--- config.mk ---
export PLATFORM = sky130hd
export DESIGN_NAME = hsv_to_rgb_converter
export DESIGN_NICKNAME = d
export VERILOG_FILES = /design/src/hw/rtl/hsv2rgb_pkg.sv /design/src/hw/rtl/hsv_to_rgb_converter.sv /design/src/hw/rtl/hsv2rgb_ctrl.sv /design/src/hw/rtl/hsv2rgb_datapath.sv
export SDC_FILE = /design/constraint.sdc
export NUM_CORES = 1
export LEC_CHECK = 0
export BUFFER_PORTS_ARGS = -buffer_cell sky130_fd_sc_hd__buf_4
export CORE_MARGIN = 1
export CORE_UTILIZATION = 35
export CTS_CLUSTER_SIZE = 30
export DETAILED_ROUTE_END_ITERATION = 8
export PLACE_DENSITY = 0.58
export RECOVER_POWER = 100
export SYNTH_ARGS = -nofsm -noshare
export SYNTH_HDL_FRONTEND = slang
export SYNTH_SLANG_ARGS = --single-unit
--- constraint.sdc ---
create_clock -name clk -period 6.93 [get_ports clk]
set_input_delay 0.3465 -clock clk [delete_from_list [all_inputs] [get_ports clk]]
set_output_delay 0.3465 -clock clk [all_outputs]
set_load 0.1 [all_outputs]
--- src/hw/rtl/hsv2rgb_pkg.sv ---
package hsv2rgb_pkg;

  // Register stages from input to output
  localparam int unsigned STAGES = 7;

  // One full turn of hue and one 60-degree sector, in 1/16 degree
  localparam logic [15:0] HUE_TURN    = 16'd5760;
  localparam logic [12:0] HUE_SECTOR  = 13'd960;
  localparam logic [9:0]  SECTOR_SPAN = 10'd960;

  // Rounding offset for X: half of 255*960
  localparam logic [25:0] X_ROUND = 26'd122400;

  // X = floor(n / 3825) with n = (P*w + X_ROUND) >> 6, via a reciprocal
  // estimate (2^20 / 3825, rounded down) and one upward correction
  localparam logic [8:0]  RECIP_K   = 9'd274;
  localparam logic [11:0] DIV_LOW   = 12'd3825;

  // Hue sectors, 60 degrees each
  localparam logic [2:0] SEC_RED_YEL   = 3'd0;
  localparam logic [2:0] SEC_YEL_GRN   = 3'd1;
  localparam logic [2:0] SEC_GRN_CYAN  = 3'd2;
  localparam logic [2:0] SEC_CYAN_BLU  = 3'd3;
  localparam logic [2:0] SEC_BLU_MAG   = 3'd4;
  localparam logic [2:0] SEC_MAG_RED   = 3'd5;

  typedef logic [STAGES-1:0] stage_vec_t;

endpackage

--- src/hw/rtl/hsv_to_rgb_converter.sv ---
// HSV to RGB pixel converter. Each request carries one pixel: a signed hue in
// 1/16 degree (negative hues are mirrored, so -30 degrees acts as +30), and
// 8-bit saturation and value where 255 means 1.0. The result is one 8-bit
// R, G, B triple, rounded to nearest. The block holds no state between pixels
// and takes one pixel every clock unless a stall on the output has filled
// every stage. A pixel passes through the seven register stages of the
// datapath in order (hue magnitude and V*S, fold and chroma, sector,
// multiply, reciprocal estimate, correction, mix) to the output register.
// Ready ripples back through the stages, so an empty stage is refilled even
// while the output is held, and up to 7 pixels can be in flight.
module hsv_to_rgb_converter (
  input  logic        clk,
  input  logic        rst_n,
  // Input stream
  input  logic        in_tvalid,
  output logic        in_tready,
  input  logic [31:0] in_tdata,   // [15:0] hue, [23:16] saturation, [31:24] brightness
  // Result stream
  output logic        out_tvalid,
  input  logic        out_tready,
  output logic [23:0] out_tdata   // [7:0] red_out, [15:8] green_out, [23:16] blue_out
);
  import hsv2rgb_pkg::*;

  stage_vec_t         load;
  logic signed [15:0] hue;
  logic [7:0]         saturation;
  logic [7:0]         brightness;
  logic [7:0]         red_out;
  logic [7:0]         green_out;
  logic [7:0]         blue_out;

  // Unpack the request fields
  assign hue        = $signed(in_tdata[15:0]);
  assign saturation = in_tdata[23:16];
  assign brightness = in_tdata[31:24];

  // Advance each stage when it is empty or its successor takes its pixel
  hsv2rgb_ctrl u_ctrl (
    .clk        (clk),
    .rst_n      (rst_n),
    .in_tvalid  (in_tvalid),
    .in_tready  (in_tready),
    .out_tvalid (out_tvalid),
    .out_tready (out_tready),
    .load       (load)
  );

  // Hold payload in stage registers; no reset needed on them
  hsv2rgb_datapath u_datapath (
    .clk        (clk),
    .load       (load),
    .hue        (hue),
    .saturation (saturation),
    .brightness (brightness),
    .red_out    (red_out),
    .green_out  (green_out),
    .blue_out   (blue_out)
  );

  // Pack the result fields
  assign out_tdata = {blue_out, green_out, red_out};

endmodule

--- src/hw/rtl/hsv2rgb_ctrl.sv ---
module hsv2rgb_ctrl (
  input  logic                    clk,
  input  logic                    rst_n,
  input  logic                    in_tvalid,
  output logic                    in_tready,
  output logic                    out_tvalid,
  input  logic                    out_tready,
  output hsv2rgb_pkg::stage_vec_t load
);
  import hsv2rgb_pkg::*;

  stage_vec_t vld_r;
  stage_vec_t vld_nxt;

  // A stage may load when it is empty or its content moves on
  always_comb begin
    load[STAGES-1] = !vld_r[STAGES-1] || out_tready;
    for (int k = STAGES - 2; k >= 0; k--) begin
      load[k] = !vld_r[k] || load[k+1];
    end
  end

  always_comb begin
    vld_nxt = vld_r;
    if (load[0]) begin
      vld_nxt[0] = in_tvalid;
    end
    for (int k = 1; k < STAGES; k++) begin
      if (load[k]) begin
        vld_nxt[k] = vld_r[k-1];
      end
    end
  end

  always_ff @(posedge clk) begin
    if (!rst_n) begin
      vld_r <= '0;
    end else begin
      vld_r <= vld_nxt;
    end
  end

  assign in_tready  = load[0];
  assign out_tvalid = vld_r[STAGES-1];

  a_reset_empty : assert property (@(posedge clk) !rst_n |=> vld_r == '0)
    else $error("pipeline not empty after reset");

  a_full_when_blocked : assert property (@(posedge clk) disable iff (!rst_n)
    !in_tready |-> (&vld_r))
    else $error("input held off while a stage is empty");

  a_accept_enters : assert property (@(posedge clk) disable iff (!rst_n)
    (in_tvalid && in_tready) |=> vld_r[0])
    else $error("accepted request did not enter first stage");

  a_no_loss : assert property (@(posedge clk) disable iff (!rst_n)
    (vld_r[STAGES-2] && !load[STAGES-1]) |=> vld_r[STAGES-2])
    else $error("stalled request dropped before last stage");

endmodule

--- src/hw/rtl/hsv2rgb_datapath.sv ---
module hsv2rgb_datapath (
  input  logic                    clk,
  input  hsv2rgb_pkg::stage_vec_t load,
  input  logic signed [15:0]      hue,
  input  logic [7:0]              saturation,
  input  logic [7:0]              brightness,
  output logic [7:0]              red_out,
  output logic [7:0]              green_out,
  output logic [7:0]              blue_out
);
  import hsv2rgb_pkg::*;

  // stage 0: hue magnitude, P = V*S
  logic [15:0] mag0_r, mag0_nxt;
  logic [15:0] p0_r, p0_nxt;
  logic [7:0]  v0_r;

  // stage 1: hue modulo one turn, chroma
  logic [12:0] fold1_r, fold1_nxt;
  logic [15:0] p1_r;
  logic [7:0]  v1_r, c1_r, c1_nxt;

  // stage 2: sector and triangular weight
  logic [2:0]  sec2_r, sec2_nxt;
  logic [9:0]  w2_r, w2_nxt;
  logic [15:0] p2_r;
  logic [7:0]  v2_r, c2_r;

  // stage 3: rounded P*w
  logic [25:0] pw3_r, pw3_nxt;
  logic [2:0]  sec3_r;
  logic [7:0]  v3_r, c3_r;

  // stage 4: reciprocal estimate
  logic [28:0] est4_r, est4_nxt;
  logic [19:0] n4_r;
  logic [2:0]  sec4_r;
  logic [7:0]  v4_r, c4_r;

  // stage 5: corrected X and offset m
  logic [7:0]  x5_r, x5_nxt;
  logic [7:0]  m5_r, m5_nxt;
  logic [7:0]  c5_r;
  logic [2:0]  sec5_r;

  // stage 6: output
  logic [7:0]  red_r, red_nxt;
  logic [7:0]  green_r, green_nxt;
  logic [7:0]  blue_r, blue_nxt;

  logic [2:0]  turns;
  logic [15:0] fold_full;
  logic [16:0] c_bias;
  logic [17:0] c_sum;
  logic [12:0] f_full;
  logic [9:0]  f_pos;
  logic [7:0]  q_est;
  logic [19:0] q_thr;

  always_comb begin
    mag0_nxt = hue[15] ? (~$unsigned(hue) + 16'd1) : $unsigned(hue);
    p0_nxt   = {8'b0, brightness} * {8'b0, saturation};
  end

  // mirror-folded hue reduced by whole turns; chroma = round(P/255)
  always_comb begin
    turns = 3'd0;
    for (int n = 1; n <= 5; n++) begin
      if (mag0_r >= 16'(n) * HUE_TURN) begin
        turns = 3'(n);
      end
    end
    fold_full = mag0_r - {13'b0, turns} * HUE_TURN;
    fold1_nxt = fold_full[12:0];
    c_bias    = {1'b0, p0_r} + 17'd127;
    c_sum     = {1'b0, c_bias} + {9'b0, c_bias[16:8]} + 18'd1;
    c1_nxt    = c_sum[15:8];
  end

  always_comb begin
    sec2_nxt = SEC_RED_YEL;
    for (int n = 1; n <= 5; n++) begin
      if (fold1_r >= 13'(n) * HUE_SECTOR) begin
        sec2_nxt = 3'(n);
      end
    end
    f_full = fold1_r - {10'b0, sec2_nxt} * HUE_SECTOR;
    f_pos  = f_full[9:0];
    w2_nxt = sec2_nxt[0] ? (SECTOR_SPAN - f_pos) : f_pos;
  end

  always_comb begin
    pw3_nxt  = ({10'b0, p2_r} * {16'b0, w2_r}) + X_ROUND;
    est4_nxt = {9'b0, pw3_r[25:6]} * {20'b0, RECIP_K};
  end

  // estimate is exact or one low; bump it when the next multiple still fits
  always_comb begin
    q_est  = est4_r[27:20];
    q_thr  = ({12'b0, q_est} + 20'd1) * {8'b0, DIV_LOW};
    x5_nxt = (n4_r >= q_thr) ? (q_est + 8'd1) : q_est;
    m5_nxt = v4_r - c4_r;
  end

  always_comb begin
    case (sec5_r)
      SEC_RED_YEL: begin
        red_nxt = c5_r + m5_r; green_nxt = x5_r + m5_r; blue_nxt = m5_r;
      end
      SEC_YEL_GRN: begin
        red_nxt = x5_r + m5_r; green_nxt = c5_r + m5_r; blue_nxt = m5_r;
      end
      SEC_GRN_CYAN: begin
        red_nxt = m5_r; green_nxt = c5_r + m5_r; blue_nxt = x5_r + m5_r;
      end
      SEC_CYAN_BLU: begin
        red_nxt = m5_r; green_nxt = x5_r + m5_r; blue_nxt = c5_r + m5_r;
      end
      SEC_BLU_MAG: begin
        red_nxt = x5_r + m5_r; green_nxt = m5_r; blue_nxt = c5_r + m5_r;
      end
      default: begin
        red_nxt = c5_r + m5_r; green_nxt = m5_r; blue_nxt = x5_r + m5_r;
      end
    endcase
  end

  always_ff @(posedge clk) begin
    if (load[0]) begin
      mag0_r <= mag0_nxt;
      p0_r   <= p0_nxt;
      v0_r   <= brightness;
    end
    if (load[1]) begin
      fold1_r <= fold1_nxt;
      c1_r    <= c1_nxt;
      p1_r    <= p0_r;
      v1_r    <= v0_r;
    end
    if (load[2]) begin
      sec2_r <= sec2_nxt;
      w2_r   <= w2_nxt;
      p2_r   <= p1_r;
      v2_r   <= v1_r;
      c2_r   <= c1_r;
    end
    if (load[3]) begin
      pw3_r  <= pw3_nxt;
      sec3_r <= sec2_r;
      v3_r   <= v2_r;
      c3_r   <= c2_r;
    end
    if (load[4]) begin
      est4_r <= est4_nxt;
      n4_r   <= pw3_r[25:6];
      sec4_r <= sec3_r;
      v4_r   <= v3_r;
      c4_r   <= c3_r;
    end
    if (load[5]) begin
      x5_r   <= x5_nxt;
      m5_r   <= m5_nxt;
      c5_r   <= c4_r;
      sec5_r <= sec4_r;
    end
    if (load[6]) begin
      red_r   <= red_nxt;
      green_r <= green_nxt;
      blue_r  <= blue_nxt;
    end
  end

  assign red_out   = red_r;
  assign green_out = green_r;
  assign blue_out  = blue_r;

endmodule
==> results.txt <==
headroom to the max-slew limit -> -61.4%
top-area cell type share of the netlist area -> 35.7%
vias in the first global route -> 14.6k
main flop type after synthesis -> edfxtp_1
Buffers on Ports -> 61
# DRC -> 0
latest clock arrival within the worst-skew pair -> 550 ps
final period utilization -> 94.9%
Peak Freq -> 0.152 GHz
Top Ports -> 62
Total GRT Usage -> 13.2%
initial antenna violation count -> 0
Critical-path top delay cell -> fa_1
Hold Path Class -> in2reg
die area -> 65100 µm²
FF-to-FF setup slack -> 360 ps
core box area -> 63200 µm²
CTS tree -> done
Yosys reg bits -> 274
Slew Limit Fails -> 264
CP peak stage delay -> 550 ps
Mapped Avg Cell Area -> 11.0 µm²
reg-to-reg critical path endpoint -> u_datapath.x5_r[7]
Req. time, crit path -> 7230 ps
global-route wire length before repair -> 70600 µm
most frequent cells in the layout -> inv_1, ha_1, edfxtp_1
TritonRoute pass-1 iters -> 5
hold slack -> 28.9 ps
Starting Density -> 35.5%
Mapped Area -> 22400 µm²
CP max FO -> 9
status -> finished, violations left
min-delay src -> in_tvalid
Netlist cell types -> 66
top cells by area, synth -> edfxtp_1, fa_1, ha_1, inv_1, xnor2_1
failing checks -> max-capacitance violations, max-slew violations
CP arrival -> 6870 ps
CTS max path bufs -> 3
Post-synth EDFFs -> 267
1st-iter DRT viols -> 507
GPL Wtd Cong -> 0.841
CTS clock-pin slew for the worst setup and hold paths -> 60 ps
Hold Path Stages -> 3
pin count of the biggest net entering global routing -> 48
cell count after synthesis -> 2031
via count -> 13.9k
hold path endpoint -> u_ctrl.vld_r[0]
Yosys top cell by area -> edfxtp_1
H-tree Lvls -> 1
Die Wd -> 255 µm
Startpoint Class -> register
max-cap violations -> 6
CTS root buf -> clkbuf_16
FFs w/ async S/R, synth -> 0%
Chip Height -> 255 µm
final-report hold violation count -> 0
fillers -> 6096
final net count -> 2605
RR Startpoint -> u_datapath.est4_r[21]
WL final -> 41700 µm
R2R depth -> 29
post-route cell area -> 24800 µm²
Syn Nets -> 2538
Core Rows -> 92
clk sink count -> 274
Final HPWL DP -> 33500 µm
Final Skew -> 11.8 ps
Crit Path Class -> reg2reg
Area after DPL -> 23900 µm²
most common cell after layout, fill and taps aside -> inv_1
Final ANT Viol Nets -> 0
Slew @ Worst Pin -> 2420 ps
aggregate global routing overflow -> 0
Layout area overhead -> 10.7%
Tmin final -> 6570 ps
post-place setup slack -> 68.3 ps
Seq/Total Area, Yosys -> 36.4%
Ys Warns -> 0
layout cells sized above 1 -> 5.42%
final setup fails -> 0
total CTS buffers -> 29
drt via density -> 4.69
Wirelength per Cell -> 14.1 µm
Worst Setup End Kind -> register
Setup WS post-layout -> 356 ps
## layer usage
layer	up-vias	global-route usage (%)	wire length, µm
li1	6890	-	-
met2	173	23.2	20300
met4	0	2.58	743
met3	54	1.69	1150
met5	-	0	0
met1	6795	17.3	19500
## state kept, by name, indices dropped and copies added, names as in the netlist, 10 cells and up
signal,cells
u_datapath.fold1_r,13
u_datapath.mag0_r,16
u_datapath.n4_r,20
u_datapath.p0_r,16
u_datapath.p1_r,16
u_datapath.p2_r,16
u_datapath.pw3_r,20
u_datapath.w2_r,10
## final cells by class
type                            count  area, µm²  share of cell area, %
Multi-Input combinational cell   1359      12800                   51.6
Sequential cell                   274       8160                   32.9
Inverter                          358       1340                   5.41
Tap cell                          846       1060                   4.26
Clock buffer                       37        806                   3.25
Timing Repair Buffer               76        427                   1.72
Clock inverter                     16        213                  0.857
Antenna cell                        1       2.50                 0.0101
## synthesized netlist by cell type (all sizes together), types with 12 or more instances
cell type	n
mux2i	15
o21a	15
a21oi	71
a21o	34
nor2	65
nand3	15
ha	277
fa	194
inv	357
xnor2	99
nor2b	17
and2	103
edfxtp	267
clkbuf	36
o21ai	54
and3	12
nor3	19
nand2	192
xor2	46
## cell families (layout without fill, tap and decap cells)
logic type	Yosys count	count (layout)	synth area share (%)
AO/OA/AOI/OAI	259	259	7.63
XOR/XNOR	145	145	5.66
adder cells (fa/ha/maj)	471	471	32.8
buffers and inverters	398	487	6.66
flip-flops	274	274	36.4
multiplexers	17	17	0.770
other	0	1	0
AND/OR/NAND/NOR	467	467	10.2
## how the worst max path moves through the flow
stage                     startpoint                 end  cells after the start
2_1_floorplan  u_datapath.est4_r[21]  u_datapath.x5_r[5]                     26
3_3_place_gp   u_datapath.est4_r[21]  u_datapath.x5_r[6]                     28
3_5_place_dp   u_datapath.est4_r[21]  u_datapath.x5_r[6]                     29
4_1_cts        u_datapath.est4_r[21]  u_datapath.x5_r[6]                     29
5_1_grt        u_datapath.est4_r[22]  u_datapath.x5_r[7]                     29
6_report       u_datapath.est4_r[21]  u_datapath.x5_r[7]                     29
## worst max-delay path: cells and delay by family (launching register included)
kind / cells / cell delay, ps
buf+inv: 4 / 370
fa+ha+maj: 6 / 2370
xor+xnor: 4 / 700
compound gates: 8 / 1220
simple gates: 7 / 1180
flops: 1 / 480
## metrics by stage
stage,cells,util [%],setup TNS (ps)
after global routing,2966,39.3,-282
final,2967,39.3,0
after CTS,2960,39.4,0
after global placement,2906,37.8,0
after floorplan,2031,-,0
after detailed placement,2906,37.8,0
## repair_timing
| action | CTS | global route |
|---|---|---|
| endpoints found under the hold margin | 1 | 0 |
| hold buffers | 1 | 0 |
| resized for setup | 0 | 14 |
| buffers inserted | 0 | 6 |
| setup endpoints to repair | 0 | 8 |
Power is not shown: default switching activity piles up to over one toggle a cycle in this logic, so the estimate is an artifact.
